--- src/sv/tmi_pkg.sv ---
// ----------------------------------------------------------------------------
// tmi_pkg
// Shared types and constants of the template morph interpolator: register
// indexes, mode and status codes, and the request/response of the shared
// multiply/divide unit.
// ----------------------------------------------------------------------------
package tmi_pkg;

	localparam int WORD_WIDTH_DEF = 32;
	localparam int MAX_REFS_DEF   = 6;
	localparam int REF_REGS       = 6;
	localparam int NUM_TEMPLATES  = 6;
	localparam int NUM_REGS       = 8;

	localparam int WIDE_W    = 128;
	localparam int WGT_W     = 64;
	localparam int MUL_STEPS = 64;
	localparam int DIV_STEPS = 128;
	localparam int STEP_W    = $clog2(DIV_STEPS);

	localparam logic [WGT_W-1:0] WEIGHT_ONE = 64'h0000_0001_0000_0000;
	localparam logic [WGT_W-1:0] INT64_MAX  = 64'h7fff_ffff_ffff_ffff;

	localparam logic [2:0] REG_MODE  = 3'd0;
	localparam logic [2:0] REG_COUNT = 3'd1;
	localparam logic [2:0] REG_REF0  = 3'd2;

	localparam logic [1:0] MODE_POLY    = 2'd0;
	localparam logic [1:0] MODE_LIN     = 2'd1;
	localparam logic [1:0] MODE_LINFRAC = 2'd2;
	localparam logic [1:0] MODE_CLIP    = 2'd3;

	localparam logic [1:0] ST_OK    = 2'd0;
	localparam logic [1:0] ST_SAT   = 2'd1;
	localparam logic [1:0] ST_DEGEN = 2'd2;

	typedef enum logic {
		OP_MUL = 1'b0,
		OP_DIV = 1'b1
	} arith_op_t;

	typedef struct packed {
		logic              start;
		arith_op_t         op;
		logic [WIDE_W-1:0] opa;
		logic [WIDE_W-1:0] opb;
		logic [WIDE_W-1:0] addend;
	} arith_req_t;

	typedef struct packed {
		logic              done;
		logic [WIDE_W-1:0] result;
	} arith_rsp_t;

endpackage

--- src/sv/tmi_arith.sv ---
// ----------------------------------------------------------------------------
// tmi_arith
// Shared unsigned arithmetic unit: shift-add multiply (with an initial
// addend) and restoring divide, one adder for both.
// ----------------------------------------------------------------------------
module tmi_arith
	import tmi_pkg::*;
(
	input  logic       clk,
	input  logic       arst_n,
	input  arith_req_t req,
	output arith_rsp_t rsp
);

	logic              busy_q;
	logic              done_q;
	arith_op_t         op_q;
	logic [STEP_W-1:0] cnt_q;
	logic [WIDE_W-1:0] acc_q;
	logic [WIDE_W-1:0] sh_q;
	logic [WIDE_W-1:0] den_q;
	logic [WGT_W-1:0]  mp_q;

	logic [WIDE_W-1:0] add_x;
	logic [WIDE_W-1:0] add_y;
	logic              add_sub;
	logic [WIDE_W:0]   add_s;

	// multiply: acc + multiplicand, divide: shifted remainder - divisor
	always_comb begin
		if (op_q == OP_DIV) begin
			add_x   = {acc_q[WIDE_W-2:0], sh_q[WIDE_W-1]};
			add_y   = ~den_q;
			add_sub = 1'b1;
		end else begin
			add_x   = acc_q;
			add_y   = sh_q;
			add_sub = 1'b0;
		end
		add_s = {1'b0, add_x} + {1'b0, add_y} + (WIDE_W+1)'(add_sub);
	end

	always_ff @(posedge clk or negedge arst_n) begin
		if (!arst_n) begin
			busy_q <= 1'b0;
			done_q <= 1'b0;
			op_q   <= OP_MUL;
			cnt_q  <= '0;
		end else begin
			done_q <= 1'b0;
			if (req.start) begin
				busy_q <= 1'b1;
				op_q   <= req.op;
				cnt_q  <= (req.op == OP_MUL) ? STEP_W'(MUL_STEPS - 1) : STEP_W'(DIV_STEPS - 1);
			end else if (busy_q) begin
				cnt_q <= cnt_q - STEP_W'(1);
				if (cnt_q == '0) begin
					busy_q <= 1'b0;
					done_q <= 1'b1;
				end
			end
		end
	end

	always_ff @(posedge clk) begin
		if (req.start) begin
			acc_q <= (req.op == OP_MUL) ? req.addend : '0;
			sh_q  <= req.opa;
			mp_q  <= req.opb[WGT_W-1:0];
			den_q <= req.opb;
		end else if (busy_q) begin
			if (op_q == OP_MUL) begin
				if (mp_q[0]) begin
					acc_q <= add_s[WIDE_W-1:0];
				end
				sh_q <= {sh_q[WIDE_W-2:0], 1'b0};
				mp_q <= {1'b0, mp_q[WGT_W-1:1]};
			end else begin
				acc_q <= add_s[WIDE_W] ? add_s[WIDE_W-1:0] : add_x;
				sh_q  <= {sh_q[WIDE_W-2:0], add_s[WIDE_W]};
			end
		end
	end

	assign rsp.done   = done_q;
	assign rsp.result = (op_q == OP_MUL) ? acc_q : sh_q;

endmodule

--- config.mk ---
export PLATFORM = sky130hd
export DESIGN_NAME = tmi_arith
export DESIGN_NICKNAME = d
export VERILOG_FILES = /design/src/sv/tmi_pkg.sv /design/src/sv/tmi_arith.sv
export SDC_FILE = /design/constraint.sdc
export NUM_CORES = 1
export LEC_CHECK = 0
export BUFFER_PORTS_ARGS = -buffer_cell sky130_fd_sc_hd__buf_2
export CAP_MARGIN = 40
export CORE_MARGIN = 1.5
export CORE_UTILIZATION = 52
export DETAILED_ROUTE_END_ITERATION = 10
export PLACE_DENSITY_LB_ADDON = 0.1
export SYNTH_ARGS = -nofsm -noshare
export SYNTH_HDL_FRONTEND = slang
export SYNTH_SLANG_ARGS = --single-unit
--- constraint.sdc ---
create_clock -name clk -period 4.5 [get_ports clk]
set_input_delay 0.45 -clock clk [delete_from_list [all_inputs] [get_ports clk]]
set_output_delay 0.45 -clock clk [all_outputs]
set_load 0.01 [all_outputs]
# Word level (Yosys, flattened, before mapping)
# Index checks and enable logic that the tools add are counted.
# word_totals
wordCells	43
in_bits	388
ff_bits	458
output_inout_bits	129
# op_classes
bitwise_logic	1
eq_ne	1
add_sub_neg	3
n_reduce_logical	5
mux	25
# ops
op	count
two-way mux 128 bit	11
two-way mux 64 bit	3
adder 128 x 128 -> 129 bit	1
adder 129 x 1 -> 129 bit	1
NOT 128 bit	1
two-way mux 7 bit	3
two-way mux 1 bit	8
zero test 7 bit	1
subtractor 7 x 1 -> 7 bit (second input constant)	1
AND reduction 2 bit	2
nonzero test 3 bit	1
!= test 2 bit (second input constant)	1
nonzero test 2 bit	1

# Depth between registers and ports, before layout
# depth
word_depth	8
mapped_depth	22
ltp_nobuf	17

# Least setup slack after synthesis
# Ideal clock, no wire load.
# synth_timing
kind	input to register
from	input port req[385] in the netlist's numbering
to	register acc_q[0], enable pin
arrival_time_ns	4.642
required_time_ns	3.991
setup_slack_ns	-0.651
n_path_buf	4
setup_ns	0.509
stages	5
path_cell_list	clkbuf_1 -> clkbuf_1 -> clkbuf_1 -> clkbuf_1 -> nand2b_1
# synth_between
elab_chain_cells	2
elab_cells_between_ends	3
classes_between	reduce/logical (3)
# synth_lines
item	line_no	text
start, declared	tmi_arith.sv:11	input arith_req_t req,
nonzero test 3 bit (no line) / nonzero test 2 bit (equally long branches)	n/a	
AND reduction 2 bit (no line) (*)	n/a	
end signal, assigned	tmi_arith.sv:67	acc_q <= (req.op == OP_MUL) ? req.addend : '0;
end signal, assigned	tmi_arith.sv:74	acc_q <= add_s[WIDE_W-1:0];
end signal, assigned	tmi_arith.sv:79	acc_q <= add_s[WIDE_W] ? add_s[WIDE_W-1:0] : add_x;
end, declared	tmi_arith.sv:19	logic [WIDE_W-1:0] acc_q;
# Every way passes the cells marked *; elsewhere a longest branch is shown, timed or not.
# A chain may end at the register's enable or synchronous reset.

# Worst setup path in the final report
# layout_timing
from	register op_q
to	register acc_q[64], data pin
# layout_between
elab_chain_cells	7
elab_cells_between_ends	10
classes_between	add/sub (2); mux (8)
# layout_lines
item	line_no	text
start, declared	tmi_arith.sv:17	arith_op_t op_q;
start signal, assigned	tmi_arith.sv:53	op_q <= req.op;
two-way mux 128 bit	tmi_arith.sv:31	if (op_q == OP_DIV) begin
adder 128 x 128 -> 129 bit	tmi_arith.sv:40	add_s = {1'b0, add_x} + {1'b0, add_y} + (WIDE_W+1)'(add_sub);
adder 129 x 1 -> 129 bit	tmi_arith.sv:40	
two-way mux 128 bit, on equally long branches	tmi_arith.sv:73, tmi_arith.sv:79	
two-way mux 128 bit (*)	tmi_arith.sv:72	if (op_q == OP_MUL) begin
two-way mux 128 bit (*)	tmi_arith.sv:71	end else if (busy_q) begin
two-way mux 128 bit (*)	tmi_arith.sv:66	if (req.start) begin
# Every way passes the cells marked *; elsewhere a longest branch is shown, timed or not. The select of a mux whose other input is x is not followed.

==> qor.txt <==
===========================================================================
Run status ................................................... finished, violations left
Violated checks .............................................. setup timing
Most used DFF post-synth ..................................... sky130_fd_sc_hd__edfxtp_1
Highest-delay cell along the critical path ................... sky130_fd_sc_hd__dfrtp_4
Unrepaired setup endpoints after global routing ..............          yes
Starting density of the core .................................        52.7%
Count of flip-flops with a built-in enable after synthesis ...          448
Reported leakage power .......................................      19.3 nW
Mean number of vias per cell .................................         5.71
Unique cell type count in the Yosys netlist ..................           76
Data arrival time at the worst-slack endpoint ................      4.96 ns
Highest attainable clock frequency ...........................      216 MHz
FF+latch count, synth ........................................          458
Die Area .....................................................   0.0613 mm²
Bufs on Longest Clock Path ...................................            3
Via count of the first global-routing pass ...................        29300
Post-detailed-routing wire length ............................    109000 µm
Clock tree from TritonCTS ....................................          yes
Leading post-synthesis cells by cell area .................... sky130_fd_sc_hd__edfxtp_1 43%, sky130_fd_sc_hd__nand2_1 11%, sky130_fd_sc_hd__mux2_2 7.0%
Final setup skew .............................................    0.0286 ns
Fin. max-slew vios ...........................................            0
Multi-input combinational cell area ..........................   0.0171 mm²
Cell with the most instances on the worst path ............... sky130_fd_sc_hd__buf_4
Power density cells ..........................................   664 mW/mm²
Final period utilization .....................................         103%
Max IR drop VDD ..............................................     0.430 mV
Hold Violations, Final .......................................            0
Count of TritonRoute iterations in the first routing pass ....            6
Chip width ...................................................       248 µm
DRT antenna net count ........................................            0
Top-level I/O count ..........................................          517
Top cells by count, synth .................................... 908 x sky130_fd_sc_hd__nand2_1, 448 x sky130_fd_sc_hd__edfxtp_1, 341 x sky130_fd_sc_hd__a21oi_1, 263 x sky130_fd_sc_hd__o21ai_0, 258 x sky130_fd_sc_hd__nor2_1
DRC violation count after routing ............................            0
Count of input and output buffers ............................          516
Slew at the pin closest to its max-slew limit ................     0.895 ns
Clock Root Buffer ............................................ sky130_fd_sc_hd__clkbuf_16
Area of the core .............................................   0.0590 mm²
Routability cong. ............................................        0.984
Ys async rst share ...........................................        2.18%
Setup CP Type ................................................   reg -> reg
Register Area ................................................   0.0137 mm²
Sort of element at the start of the critical path ............         flop
Core utilization of the finished layout ......................        72.1%
Total gr overflow ............................................            0
DRC violation total after the first TritonRoute iteration ....         2382
Wire length of the first global-routing pass .................    163000 µm
Height of the chip ...........................................       248 µm
Deepest level of the CTS H-tree ..............................            2
Seq/Total Area, Yosys ........................................        44.0%
Critical Path RT .............................................      4.83 ns
Register-to-register setup slack .............................     -0.13 ns
Tightest hold margin .........................................    0.0180 ns
Maximum number of pins on one net before global-route repair .          162
Final setup viols ............................................           86
Worst min-delay path class ...................................    in -> reg
Most common cell in the synthesized netlist .................. sky130_fd_sc_hd__nand2_1
Number of nets produced by synthesis .........................         4002
Count of mapped cells out of synthesis .......................         3483
Average routed wire per standard cell ........................      20.3 µm
Share of cells above drive strength 1 ........................        35.7%
Vias .........................................................        30600
Minimum setup slack in the final design ......................    -0.133 ns
Number of clock sinks seen by CTS ............................          458
Total power after layout .....................................      28.3 mW
Nature of the critical path endpoint .........................         flop
Highest fanout seen on the critical path .....................           10
Post-route minimum period ....................................      4.63 ns
Antenna violations before repair .............................           13
Critical Path, Cell by Cell .................................. buf_12, bufbuf_16, nand2_1, nand2_1, ha_4, buf_4, nand4_1, nor4_2, buf_4, nand2_1, a211oi_2, buf_4, nor4_4, o21ai_2, a21oi_2, o41ai_2, buf_4, a211o_4, buf_6, buf_12, clkbuf_16, mux2i_1, o21ai_0
Clk Latency, worst-skew pair .................................      0.62 ns
Reg clk slew, reported paths .................................      0.06 ns
Mapped Area ..................................................   0.0311 mm²
Post-synth top area share ....................................        43.2%
Placement Rows ...............................................           89
Max-capacitance violation count ..............................            0
Number of CTS-inserted buffers ...............................           51
Synth warnings ...............................................            0
Max-slew headroom ............................................        40.3%
Largest incremental delay on the critical path ...............      0.56 ns
# fillers ....................................................         4592
Dominant cell type by area after synthesis ................... sky130_fd_sc_hd__edfxtp_1
Global-route usage over all layers ...........................        34.3%
Mean Syn Cell Area ...........................................     8.93 µm²
HPWL after detailed placement ................................     81400 µm
Nets .........................................................         5065
P&R area growth vs syn .......................................        36.8%
===========================================================================
[flip-flops by register name (all words and copies together), names as in the netlist]
name,count
mp_q,64
acc_q,128
cnt_q,7
done_q,1
busy_q,1
den_q,128
op_q,1
sh_q,128
[stage by stage]
stage / setup WS [ns] / setup TNS (ns) / cell area [µm²] / cells
after global routing: -0.358 / -26.95 / 42600 / 5365
after CTS: -0.120 / -6.55 / 41900 / 5341
final: -0.133 / -5.28 / 42600 / 5366
after detailed placement: -0.404 / -25.58 / 38900 / 5196
after global placement: -0.271 / -20.18 / 38800 / 5195
after floorplan: 0.0429 / 0 / 31100 / 3483
[routing by layer]
layer	vias to the layer above	track usage, %	share of wire [%]
li1	14700	-	-
met1	14500	45.3	41
met2	1240	56.7	47
met3	225	5.34	7.3
met4	14	12.9	3.8
met5	-	0	0.084
[power by group]
| group | internal (mW) | switching (mW) | total (mW) |
|---|---|---|---|
| clock | 2.77 | 1.85 | 4.63 |
| sequential | 5.85 | 0.644 | 6.50 |
| combinational | 8.12 | 9.01 | 17.1 |
| total | 16.7 | 11.5 | 28.3 |
[worst paths after layout]
path / start / end / cells past startpoint
max: op_q$_DFFE_PN0P_ / acc_q[64]$_DFFE_PP_ / 23
min in group asynchronous: arst_n / busy_q$_DFF_PN0_ / 2
max reg2reg: op_q$_DFFE_PN0P_ / acc_q[64]$_DFFE_PP_ / 23
min reg2reg: mp_q[40]$_DFFE_PP_ / mp_q[39]$_DFFE_PP_ / 1
max in group asynchronous: arst_n / op_q$_DFFE_PN0P_ / 2
min: req[192] / den_q[64]$_DFFE_PP_ / 1
[cell usage in the layout, fill, tap and decap left out, drive strengths merged, types with 33 or more instances in the layout]
master	instances
buf	1185
nand2	908
edfxtp	448
a21oi	342
o21ai	270
nor2	258
mux2	192
ha	129
xnor2	70
nand4	67
mux2i	63
clkbuf	60
inv	57
xor2	54
nor3	41
a21o	38
o21bai	37
nand2b	33
[critical path: cells and delay by family (launching register included)]
family	cells	cell delay, ns
simple gates	6	0.69
buf+inv	9	1.54
flops	1	0.56
fa+ha+maj	1	0.30
mux	1	0.19
compound gates	6	1.02
[cell type report]
class	count	area share, %
Multi-Input combinational cell	2764	40.1
Sequential cell	458	32.2
Timing Repair Buffer	1218	20.6
Clock buffer	55	3.03
Tap cell	773	2.27
Clock inverter	39	1.23
Inverter	53	0.482
Antenna cell	6	0.0353
[repair_timing]
item	in CTS	in global routing
hold buffers	20	0
gates resized for setup	140	131
pin swaps	30	41
setup endpoints to repair	127	129
setup buffers	18	15
gates cloned	13	5
endpoints found under the hold margin	29	0
[logic make-up (layout without fill, tap and decap cells)]
logic type	Yosys count	in the layout	share of synthesized area [%]
and+or+nand+nor	1390	1390	18.5
AOI/OAI and AO/OA	864	864	16.3
DFF	458	458	44.0
buffers and inverters	261	1365	3.37
muxes	255	255	8.98
adders and majority gates	131	131	5.32
xor gates and xnor gates	124	124	3.49
other	0	6	0
Note: power is estimated with default switching activity, not from simulation.
